File: config.mk
export PLATFORM = sky130hd
export DESIGN_NAME = query_text_tokenizer
export DESIGN_NICKNAME = d
export VERILOG_FILES = /design/src/hw/rtl/qtt_pkg.sv /design/src/hw/rtl/qtt_ctrl.sv /design/src/hw/rtl/qtt_datapath.sv /design/src/hw/rtl/query_text_tokenizer.sv
export SDC_FILE = /design/constraint.sdc
export NUM_CORES = 1
export LEC_CHECK = 0
export BUFFER_PORTS_ARGS = -buffer_cell sky130_fd_sc_hd__buf_2
export CAP_MARGIN = 20
export CORE_UTILIZATION = 35
export DETAILED_ROUTE_END_ITERATION = 8
export HOLD_SLACK_MARGIN = 0.02
export PLACE_DENSITY = 0.51
export SETUP_SLACK_MARGIN = 0.4
export SLEW_MARGIN = 20
export SYNTH_ARGS = -nofsm -noshare
export SYNTH_HDL_FRONTEND = slang
export SYNTH_SLANG_ARGS = --single-unit
File: constraint.sdc
create_clock -name clk -period 4.3 [get_ports clk]
set_clock_uncertainty 0.1 [all_clocks]
set_input_delay 0.43 -clock clk [delete_from_list [all_inputs] [get_ports clk]]
set_output_delay 0.43 -clock clk [all_outputs]
set_load 0.005 [all_outputs]
File: src/hw/rtl/qtt_pkg.sv
// Shared types, token codes and keyword tables for the query text tokenizer.
`timescale 1ns / 1ps

package qtt_pkg;

    typedef struct packed {
        logic [7:0] text_char;
        logic       end_of_text;
    } in_word_t;

    typedef struct packed {
        logic [3:0]  token_kind;
        logic [7:0]  token_char;
        logic        token_last;
        logic [30:0] number_value;
        logic        number_overflow;
        logic        word_truncated;
    } out_word_t;

    typedef enum logic [2:0] {
        PEND_NONE,
        PEND_WORD,
        PEND_NUM,
        PEND_GT,
        PEND_LT
    } pend_t;

    localparam logic [3:0] KIND_SELECT = 4'd0;
    localparam logic [3:0] KIND_FROM   = 4'd1;
    localparam logic [3:0] KIND_WHERE  = 4'd2;
    localparam logic [3:0] KIND_OR     = 4'd3;
    localparam logic [3:0] KIND_NAME   = 4'd4;
    localparam logic [3:0] KIND_NUMBER = 4'd5;
    localparam logic [3:0] KIND_GT     = 4'd6;
    localparam logic [3:0] KIND_LT     = 4'd7;
    localparam logic [3:0] KIND_EQ     = 4'd8;
    localparam logic [3:0] KIND_GE     = 4'd9;
    localparam logic [3:0] KIND_LE     = 4'd10;
    localparam logic [3:0] KIND_OPEN   = 4'd11;
    localparam logic [3:0] KIND_CLOSE  = 4'd12;
    localparam logic [3:0] KIND_END    = 4'd13;

    localparam logic [30:0] VALUE_MAX = 31'h7FFF_FFFF;

    localparam logic [1:0] KEY_SELECT = 2'd0;
    localparam logic [1:0] KEY_FROM   = 2'd1;
    localparam logic [1:0] KEY_WHERE  = 2'd2;
    localparam logic [1:0] KEY_OR     = 2'd3;

    // Controller to datapath commands.
    typedef struct packed {
        logic       load_in;
        logic       store;
        logic       add_digit;
        logic       set_pend;
        pend_t      pend_value;
        logic       clear_token;
        logic       emit_single;
        logic [3:0] single_kind;
        logic       flush_start;
        logic       flush_emit;
    } qtt_cmd_t;

    // Datapath to controller status.
    typedef struct packed {
        pend_t pend;
        logic  eot;
        logic  c_letter;
        logic  c_digit;
        logic  c_under;
        logic  c_gt;
        logic  c_lt;
        logic  c_eq;
        logic  c_open;
        logic  c_close;
        logic  flush_last;
        logic  out_free;
    } qtt_status_t;

    // Upper-case keyword characters; zero past the end of a keyword.
    function automatic logic [7:0] kw_char(input logic [1:0] kw, input logic [2:0] pos);
        logic [47:0] s;
        logic [7:0]  c;
        begin
            case (kw)
                KEY_SELECT: s = "SELECT";
                KEY_FROM:   s = {"FROM", 16'h0000};
                KEY_WHERE:  s = {"WHERE", 8'h00};
                KEY_OR:     s = {"OR", 32'h0000_0000};
                default:    s = 48'h0;
            endcase
            case (pos)
                3'd0:    c = s[47:40];
                3'd1:    c = s[39:32];
                3'd2:    c = s[31:24];
                3'd3:    c = s[23:16];
                3'd4:    c = s[15:8];
                3'd5:    c = s[7:0];
                default: c = 8'h00;
            endcase
            return c;
        end
    endfunction

    function automatic logic [2:0] kw_len(input logic [1:0] kw);
        logic [2:0] n;
        begin
            case (kw)
                KEY_SELECT: n = 3'd6;
                KEY_FROM:   n = 3'd4;
                KEY_WHERE:  n = 3'd5;
                KEY_OR:     n = 3'd2;
                default:    n = 3'd0;
            endcase
            return n;
        end
    endfunction

endpackage

File: src/hw/rtl/qtt_ctrl.sv
// Tokenizer controller: sequences accept, classify, flush and emit steps.
`timescale 1ns / 1ps

module qtt_ctrl (
    input  logic                 clk,
    input  logic                 rst_n,
    input  logic                 text_valid,
    output logic                 text_stall,
    input  qtt_pkg::qtt_status_t status,
    output qtt_pkg::qtt_cmd_t    cmd
);
    import qtt_pkg::*;

    typedef enum logic [1:0] {
        S_IDLE,
        S_STEP,
        S_FL_READ,
        S_FL_EMIT
    } state_t;

    state_t state_reg, state_next;

    logic word_cont;
    logic num_cont;

    assign text_stall = (state_reg != S_IDLE);
    assign word_cont  = !status.eot && (status.c_letter || status.c_digit || status.c_under);
    assign num_cont   = !status.eot && status.c_digit;

    always_comb
    begin
        state_next = state_reg;
        cmd        = '0;
        cmd.pend_value = PEND_NONE;
        case (state_reg)
            S_IDLE:
            begin
                if (text_valid)
                begin
                    cmd.load_in = 1'b1;
                    state_next  = S_STEP;
                end
            end
            S_STEP:
            begin
                case (status.pend)
                    PEND_GT, PEND_LT:
                    begin
                        // Operator either merges with '=' or goes out alone;
                        // in the second case the held word is looked at again.
                        if (status.out_free)
                        begin
                            cmd.emit_single = 1'b1;
                            cmd.clear_token = 1'b1;
                            if (!status.eot && status.c_eq)
                            begin
                                cmd.single_kind = (status.pend == PEND_GT) ? KIND_GE : KIND_LE;
                                state_next = S_IDLE;
                            end
                            else
                            begin
                                cmd.single_kind = (status.pend == PEND_GT) ? KIND_GT : KIND_LT;
                            end
                        end
                    end
                    PEND_WORD:
                    begin
                        if (word_cont)
                        begin
                            cmd.store  = 1'b1;
                            state_next = S_IDLE;
                        end
                        else
                        begin
                            cmd.flush_start = 1'b1;
                            state_next      = S_FL_READ;
                        end
                    end
                    PEND_NUM:
                    begin
                        if (num_cont)
                        begin
                            cmd.store     = 1'b1;
                            cmd.add_digit = 1'b1;
                            state_next    = S_IDLE;
                        end
                        else
                        begin
                            cmd.flush_start = 1'b1;
                            state_next      = S_FL_READ;
                        end
                    end
                    default:
                    begin
                        if (status.eot)
                        begin
                            if (status.out_free)
                            begin
                                cmd.emit_single = 1'b1;
                                cmd.single_kind = KIND_END;
                                state_next      = S_IDLE;
                            end
                        end
                        else if (status.c_letter)
                        begin
                            cmd.store      = 1'b1;
                            cmd.set_pend   = 1'b1;
                            cmd.pend_value = PEND_WORD;
                            state_next     = S_IDLE;
                        end
                        else if (status.c_digit)
                        begin
                            cmd.store      = 1'b1;
                            cmd.add_digit  = 1'b1;
                            cmd.set_pend   = 1'b1;
                            cmd.pend_value = PEND_NUM;
                            state_next     = S_IDLE;
                        end
                        else if (status.c_gt || status.c_lt)
                        begin
                            cmd.set_pend   = 1'b1;
                            cmd.pend_value = status.c_gt ? PEND_GT : PEND_LT;
                            state_next     = S_IDLE;
                        end
                        else if (status.c_eq || status.c_open || status.c_close)
                        begin
                            if (status.out_free)
                            begin
                                cmd.emit_single = 1'b1;
                                cmd.single_kind = status.c_eq ? KIND_EQ :
                                                  (status.c_open ? KIND_OPEN : KIND_CLOSE);
                                state_next      = S_IDLE;
                            end
                        end
                        else
                        begin
                            state_next = S_IDLE;
                        end
                    end
                endcase
            end
            S_FL_READ:
            begin
                // Buffer read data lands in its register this cycle.
                state_next = S_FL_EMIT;
            end
            S_FL_EMIT:
            begin
                if (status.out_free)
                begin
                    cmd.flush_emit = 1'b1;
                    if (status.flush_last)
                    begin
                        cmd.clear_token = 1'b1;
                        state_next      = S_STEP;
                    end
                    else
                    begin
                        state_next = S_FL_READ;
                    end
                end
            end
            default:
            begin
                state_next = S_IDLE;
            end
        endcase
    end

    always_ff @(posedge clk or negedge rst_n)
    begin
        if (!rst_n)
        begin
            state_reg <= S_IDLE;
        end
        else
        begin
            state_reg <= state_next;
        end
    end

endmodule

File: src/hw/rtl/qtt_datapath.sv
// Tokenizer datapath: held word, character buffer, number accumulator, output register.
`timescale 1ns / 1ps

module qtt_datapath #(
    parameter int WORD_CAPACITY = 32
) (
    input  logic                 clk,
    input  logic                 rst_n,
    input  qtt_pkg::in_word_t    text_word,
    input  qtt_pkg::qtt_cmd_t    cmd,
    output qtt_pkg::qtt_status_t status,
    output logic                 token_valid,
    input  logic                 token_stall,
    output qtt_pkg::out_word_t   token_word
);
    import qtt_pkg::*;

    localparam int LW = $clog2(WORD_CAPACITY + 1);
    localparam int AW = $clog2(WORD_CAPACITY);
    localparam logic [LW-1:0] CAP_L = LW'(WORD_CAPACITY);

    logic [7:0]    mem [WORD_CAPACITY];
    logic [7:0]    rd_data_reg;

    in_word_t      held_reg;
    logic [LW-1:0] length_reg, length_next;
    pend_t         pend_reg, pend_next;
    logic [30:0]   acc_reg, acc_next;
    logic          ovf_reg, ovf_next;
    logic          trunc_reg, trunc_next;
    logic [3:0]    kw_ok_reg, kw_ok_next;
    logic [AW-1:0] idx_reg, idx_next;
    logic          out_valid_reg, out_valid_next;
    out_word_t     out_reg, out_next;

    logic [7:0]    c;
    logic [7:0]    c_up;
    logic          wr_en;
    logic [34:0]   acc_x10;
    logic [3:0]    flush_kind;
    logic          is_num;

    assign c    = held_reg.text_char;
    assign c_up = (c >= "a" && c <= "z") ? (c - 8'd32) : c;

    always_comb
    begin
        status            = '0;
        status.pend       = pend_reg;
        status.eot        = held_reg.end_of_text;
        status.c_letter   = (c >= "A" && c <= "Z") || (c >= "a" && c <= "z");
        status.c_digit    = (c >= "0" && c <= "9");
        status.c_under    = (c == "_");
        status.c_gt       = (c == ">");
        status.c_lt       = (c == "<");
        status.c_eq       = (c == "=");
        status.c_open     = (c == "(");
        status.c_close    = (c == ")");
        status.flush_last = ((LW'(idx_reg) + LW'(1)) == length_reg);
        status.out_free   = !out_valid_reg || !token_stall;
    end

    assign is_num = (pend_reg == PEND_NUM);

    always_comb
    begin
        if (is_num)
            flush_kind = KIND_NUMBER;
        else if (!trunc_reg && kw_ok_reg[KEY_SELECT] && length_reg == LW'(kw_len(KEY_SELECT)))
            flush_kind = KIND_SELECT;
        else if (!trunc_reg && kw_ok_reg[KEY_FROM] && length_reg == LW'(kw_len(KEY_FROM)))
            flush_kind = KIND_FROM;
        else if (!trunc_reg && kw_ok_reg[KEY_WHERE] && length_reg == LW'(kw_len(KEY_WHERE)))
            flush_kind = KIND_WHERE;
        else if (!trunc_reg && kw_ok_reg[KEY_OR] && length_reg == LW'(kw_len(KEY_OR)))
            flush_kind = KIND_OR;
        else
            flush_kind = KIND_NAME;
    end

    // acc * 10 + digit as two shifts and adds
    assign acc_x10 = ({4'b0, acc_reg} << 3) + ({4'b0, acc_reg} << 1) + {31'b0, c[3:0] - 4'd0};

    always_comb
    begin
        length_next = length_reg;
        pend_next   = pend_reg;
        acc_next    = acc_reg;
        ovf_next    = ovf_reg;
        trunc_next  = trunc_reg;
        kw_ok_next  = kw_ok_reg;
        idx_next    = idx_reg;
        wr_en       = 1'b0;

        if (cmd.clear_token)
        begin
            length_next = '0;
            pend_next   = PEND_NONE;
            acc_next    = '0;
            ovf_next    = 1'b0;
            trunc_next  = 1'b0;
            kw_ok_next  = 4'hF;
        end
        if (cmd.set_pend)
            pend_next = cmd.pend_value;
        if (cmd.store)
        begin
            if (length_reg != CAP_L)
            begin
                wr_en       = 1'b1;
                length_next = length_reg + LW'(1);
            end
            else
            begin
                trunc_next = 1'b1;
            end
            // Keyword match tracked as characters arrive; past eight chars
            // the length check rules every keyword out anyway.
            if (int'(length_reg) < 8)
            begin
                for (int k = 0; k < 4; k++)
                begin
                    if (c_up != kw_char(2'(k), length_reg[2:0]))
                        kw_ok_next[k] = 1'b0;
                end
            end
            if (cmd.add_digit)
            begin
                if (acc_x10 > {4'b0, VALUE_MAX})
                begin
                    acc_next = VALUE_MAX;
                    ovf_next = 1'b1;
                end
                else
                begin
                    acc_next = acc_x10[30:0];
                end
            end
        end
        if (cmd.flush_start)
            idx_next = '0;
        else if (cmd.flush_emit)
            idx_next = idx_reg + AW'(1);
    end

    always_comb
    begin
        out_next       = out_reg;
        out_valid_next = out_valid_reg;
        if (cmd.emit_single)
        begin
            out_next            = '0;
            out_next.token_kind = cmd.single_kind;
            out_next.token_last = 1'b1;
            out_valid_next      = 1'b1;
        end
        else if (cmd.flush_emit)
        begin
            out_next.token_kind      = flush_kind;
            out_next.token_char      = rd_data_reg;
            out_next.token_last      = status.flush_last;
            out_next.number_value    = is_num ? acc_reg : 31'd0;
            out_next.number_overflow = is_num ? ovf_reg : 1'b0;
            out_next.word_truncated  = trunc_reg;
            out_valid_next           = 1'b1;
        end
        else if (!token_stall)
        begin
            out_valid_next = 1'b0;
        end
    end

    always_ff @(posedge clk)
    begin
        if (wr_en)
            mem[length_reg[AW-1:0]] <= c;
        rd_data_reg <= mem[idx_reg];
        if (cmd.load_in)
            held_reg <= text_word;
        out_reg <= out_next;
    end

    always_ff @(posedge clk or negedge rst_n)
    begin
        if (!rst_n)
        begin
            length_reg    <= '0;
            pend_reg      <= PEND_NONE;
            acc_reg       <= '0;
            ovf_reg       <= 1'b0;
            trunc_reg     <= 1'b0;
            kw_ok_reg     <= 4'hF;
            idx_reg       <= '0;
            out_valid_reg <= 1'b0;
        end
        else
        begin
            length_reg    <= length_next;
            pend_reg      <= pend_next;
            acc_reg       <= acc_next;
            ovf_reg       <= ovf_next;
            trunc_reg     <= trunc_next;
            kw_ok_reg     <= kw_ok_next;
            idx_reg       <= idx_next;
            out_valid_reg <= out_valid_next;
        end
    end

    assign token_valid = out_valid_reg;
    assign token_word  = out_reg;

endmodule

File: src/hw/rtl/query_text_tokenizer.sv
// Top level of the query text tokenizer: controller plus datapath.
`timescale 1ns / 1ps

// Usage:
//   text channel (text_valid / text_stall / text_word) takes one word per
//   accepted cycle: a text byte, or the end marker, which flushes any
//   pending token and then yields an end token.
//   token channel (token_valid / token_stall / token_word) gives one word
//   per token character for words and numbers, one word for operators,
//   parentheses and end. token_last marks the final word of each token.
// Timing:
//   A text word is accepted and then classified, also when it gives a
//   single-word token. Closing a held > or < that does not merge with = adds
//   another classify step; a flush of buffered characters adds a registered
//   buffer read and an emit per character, then the text word is classified again.
//   token_valid rises the cycle after a token word is formed. text_stall
//   is high whenever the controller is not waiting for input.
// Stall: a stalled token word holds in the output register; the controller
//   waits on it and keeps text_stall high.
// Reset: no token pending, buffer length zero; buffer contents need no
//   clearing since only characters of the current token are read.
module query_text_tokenizer #(
    parameter int WORD_CAPACITY = 32
) (
    input  logic               clk,
    input  logic               rst_n,
    input  logic               text_valid,
    output logic               text_stall,
    input  qtt_pkg::in_word_t  text_word,
    output logic               token_valid,
    input  logic               token_stall,
    output qtt_pkg::out_word_t token_word
);
    import qtt_pkg::*;

    qtt_cmd_t    cmd;
    qtt_status_t status;

    qtt_ctrl u_ctrl (
        .clk        (clk),
        .rst_n      (rst_n),
        .text_valid (text_valid),
        .text_stall (text_stall),
        .status     (status),
        .cmd        (cmd)
    );

    qtt_datapath #(
        .WORD_CAPACITY (WORD_CAPACITY)
    ) u_datapath (
        .clk         (clk),
        .rst_n       (rst_n),
        .text_word   (text_word),
        .cmd         (cmd),
        .status      (status),
        .token_valid (token_valid),
        .token_stall (token_stall),
        .token_word  (token_word)
    );

endmodule
==> impl_metrics.env <==
export IMPL_synth_top_area_share=0.4585
export IMPL_final_layout_size_suffix_gt1_frac=0.2059
export IMPL_critPathKind="flop to flop"
export IMPL_synth_area_leaders="edfxtp_1 (46%), mux4_2 (10%), dfrtp_1 (7.1%)"
export IMPL_ys_seq_elements=373
export IMPL_grt_usage=0.1789
export IMPL_arrival_ns=3.92
export IMPL_clk_pin_slew_ns=0.06
export IMPL_netlist_area_mm2=0.01762
export IMPL_dp_cells=2023
export IMPL_drt_iter0_drc=666
export IMPL_slowest_delay_ns=0.55
export IMPL_routed_via_density=5.323
export IMPL_grt_max_degree=65
export IMPL_numCtsBuffers=42
export IMPL_clockRootBuffer="clkbuf_16"
export IMPL_crit_chain="inv_1 > fa_1 > inv_1 > ha_1 > nor2b_1 > o31a_1 > o31a_1 > a221oi_1 > o41ai_2 > a2111o_1 > o211ai_1 > a21oi_1"
export IMPL_max_freq_mhz=278.2
export IMPL_worstHoldStart="token_stall"
export IMPL_hold_path_endpoint="u_datapath.token_valid"
export IMPL_grt_pass1_wl_um=69320
export IMPL_cp_end_kind="flop"
export IMPL_hold_depth=3
export IMPL_synth_nets=1399
export IMPL_power_density_mw_per_mm2=477.9
export IMPL_slew_viol_final=0
export IMPL_relSlewSlack=0.3212
export IMPL_r2r_start="u_datapath.c[3]"
export IMPL_worstPathRequired_ns=4.62
export IMPL_synth_distinct_cells=79
export IMPL_final_cells=2112
export IMPL_hold_viol=0
export IMPL_hold_path_class="primary input to flop"
export IMPL_yosys_area_top_type="edfxtp_1"
export IMPL_htree_levels=2
export IMPL_synth_async_reset_ratio=0.1448
export IMPL_rows=81
export IMPL_rsz0062_at_grt="no"
export IMPL_start_util=0.3577
export IMPL_synth_edf_count=269
export IMPL_ys_seq_area_frac=0.5923
export IMPL_ios=61
export IMPL_antenna_found_initial=2
export IMPL_setup_viol_count_final=0
export IMPL_slowest_stage="a221oi_1"
export IMPL_die_area_mm2=0.05123
export IMPL_first_global_vias=11405
export IMPL_clockBufferDepth=3
export IMPL_yosysMostFrequentCell="edfxtp_1"
export IMPL_cts_tree="built"
export IMPL_worstRegToRegCells=12
export IMPL_cts_sinks=373
export IMPL_nets=1500
export IMPL_insertion_delay_ns=0.56
export IMPL_port_buffers=60
export IMPL_fin_crit_sh=0.8358
export IMPL_whs_ns=0.2199
export IMPL_wire_per_inst_um=21.13
export IMPL_max_vdd_ir_drop_uv=296.2
export IMPL_status="finished clean"
export IMPL_ant_nets=0
export IMPL_finalCriticalPeriod_ns=3.594
export IMPL_first_pass_iters=5
export IMPL_largest_reg_flops=256
export IMPL_drc_errors=0
export IMPL_hpwl_um=30060
export IMPL_max_slew_worst_pin_slew_ns=1.018
export IMPL_syn_avg_cell_area_um2=13.42
export IMPL_max_cap_violations=0
export IMPL_cp_start_kind="flop"
export IMPL_vias=11242
export IMPL_power_leakage_nw=7.462
export IMPL_synth_flop_cell="edfxtp_1"
export IMPL_syn_to_final_growth_pct=15.97
export IMPL_gr_total_overflow=0
export IMPL_critPathMaxFanout=7
export IMPL_r2r_end="u_datapath.acc_reg[30]"
export IMPL_ys_warn_count=0
export IMPL_n_fill_cell=4613
export IMPL_drt_total_wl_um=44620
export IMPL_die_h_um=226.4
export IMPL_coreArea_mm2=0.04925
export IMPL_gp_congestion=0.8343
export IMPL_fp_dieW_um=226.4
export IMPL_tns_ns=0
export IMPL_synth_common_cells="edfxtp_1 (269), a21oi_1 (105), nor2_1 (100)"
export IMPL_r2r_slack_ns=0.71
export IMPL_synth_cells=1313
[cells by family after synthesis]
| logic type | count (synthesis) | share of synthesized area |
|---|---|---|
| AOI/OAI and AO/OA | 311 | 0.1141 |
| xor gates and xnor gates | 38 | 0.01889 |
| adders and majority gates | 73 | 0.05270 |
| buffers and inverters | 105 | 0.02457 |
| DFF | 373 | 0.5923 |
| muxes | 93 | 0.1103 |
| and+or+nand+nor | 320 | 0.08707 |
[metrics by stage]
step | worst slack [ns] | util | total power [W] | cell area, um^2
floorplan | 0.6631 | - | 0.005607 | 17620
global placement | 0.7630 | 0.3840 | 0.006297 | 18920
detailed placement | 0.6601 | 0.3840 | 0.006308 | 18920
CTS | 0.6494 | 0.4146 | 0.009921 | 20420
global route | 0.4113 | 0.4147 | 0.01017 | 20430
finish | 0.7059 | 0.4148 | 0.009764 | 20430
[layout make-up]
cell class / count / area (um^2) / area share
Antenna cell: 1 / 2.502 / 0.0001225
Clock buffer: 56 / 1175 / 0.05751
Multi-Input combinational cell: 835 / 6771 / 0.3314
Tap cell: 664 / 830.8 / 0.04066
Sequential cell: 373 / 10440 / 0.5110
Clock inverter: 21 / 221.5 / 0.01084
Inverter: 32 / 120.1 / 0.005879
Timing Repair Buffer: 130 / 869.6 / 0.04256
[worst max-delay path by stage]
| stage | start | end | slack (ns) | cells past startpoint |
|---|---|---|---|---|
| after global routing | u_datapath.c[3] | u_datapath.acc_reg[19] | 0.41 | 13 |
| final | u_datapath.c[3] | u_datapath.acc_reg[30] | 0.71 | 12 |
| after detailed placement | u_datapath.c[3] | u_datapath.acc_reg[25] | 0.66 | 13 |
| after CTS | u_datapath.c[3] | u_datapath.acc_reg[25] | 0.65 | 13 |
| after global placement | u_datapath.c[3] | u_datapath.acc_reg[26] | 0.76 | 13 |
| after floorplan | u_datapath.c[3] | u_datapath.acc_reg[30] | 0.66 | 12 |
[worst max-delay path, delay by kind of cell (launching register included)]
kind | cells | cell delay (ns)
compound gates | 7 | 1.96
fa+ha+maj | 2 | 0.69
flops | 1 | 0.36
buf+inv | 2 | 0.19
simple gates | 1 | 0.16
[layer usage]
metal	up-vias	wire length [um]	track usage
met1	5635	20530	0.2449
met5	-	13	0
li1	5309	-	-
met3	65	1776	0.02916
met2	231	21260	0.2912
met4	2	1038	0.05340
[placed cells by master, fill, tap and decap left out, types with 5 or more instances in the layout]
cell           netlist  routed
mux2_2               9       9
buf_2               18      60
dfxtp_1             50      50
or3_1                8       8
nor2_1             100      97
nor3_1              21      21
a31oi_1             27      27
clkbuf_1            47       8
inv_1               31      31
buf_4                0      57
a22o_1              35      35
a21oi_1            105     105
and3_1               8       8
o211ai_1            14      14
dlygate4sd3_1        0      11
o21a_1               7       7
a211oi_1            10      10
nor2b_1             17      17
dfrtp_1             50      48
nand3_1             32      32
mux4_2              80      80
nand4_1              9       9
o21ai_0             56      56
xnor2_1             23      23
edfxtp_1           269     269
clkbuf_8             0       5
clkinv_1             1      10
nand2_1             85      85
a21o_1              12      12
nand2b_1             8       8
clkbuf_16            0      43
xor2_1              15      15
ha_1                71      71
[timing repair]
item                                    in CTS  in global routing
endpoints found under the setup margin       0                 15
hold buffers                                11                  0
resized for setup                            0                  1
setup buffers                                0                  0
endpoints found under the hold margin       25                  0
[power breakdown]
group | switching (W) | internal (W)
clock | 0.00147 | 0.00211
sequential | 0.000102 | 0.00397
combinational | 0.00109 | 0.00102
total | 0.00266 | 0.00710
Note: power is estimated with default switching activity, not from simulation.
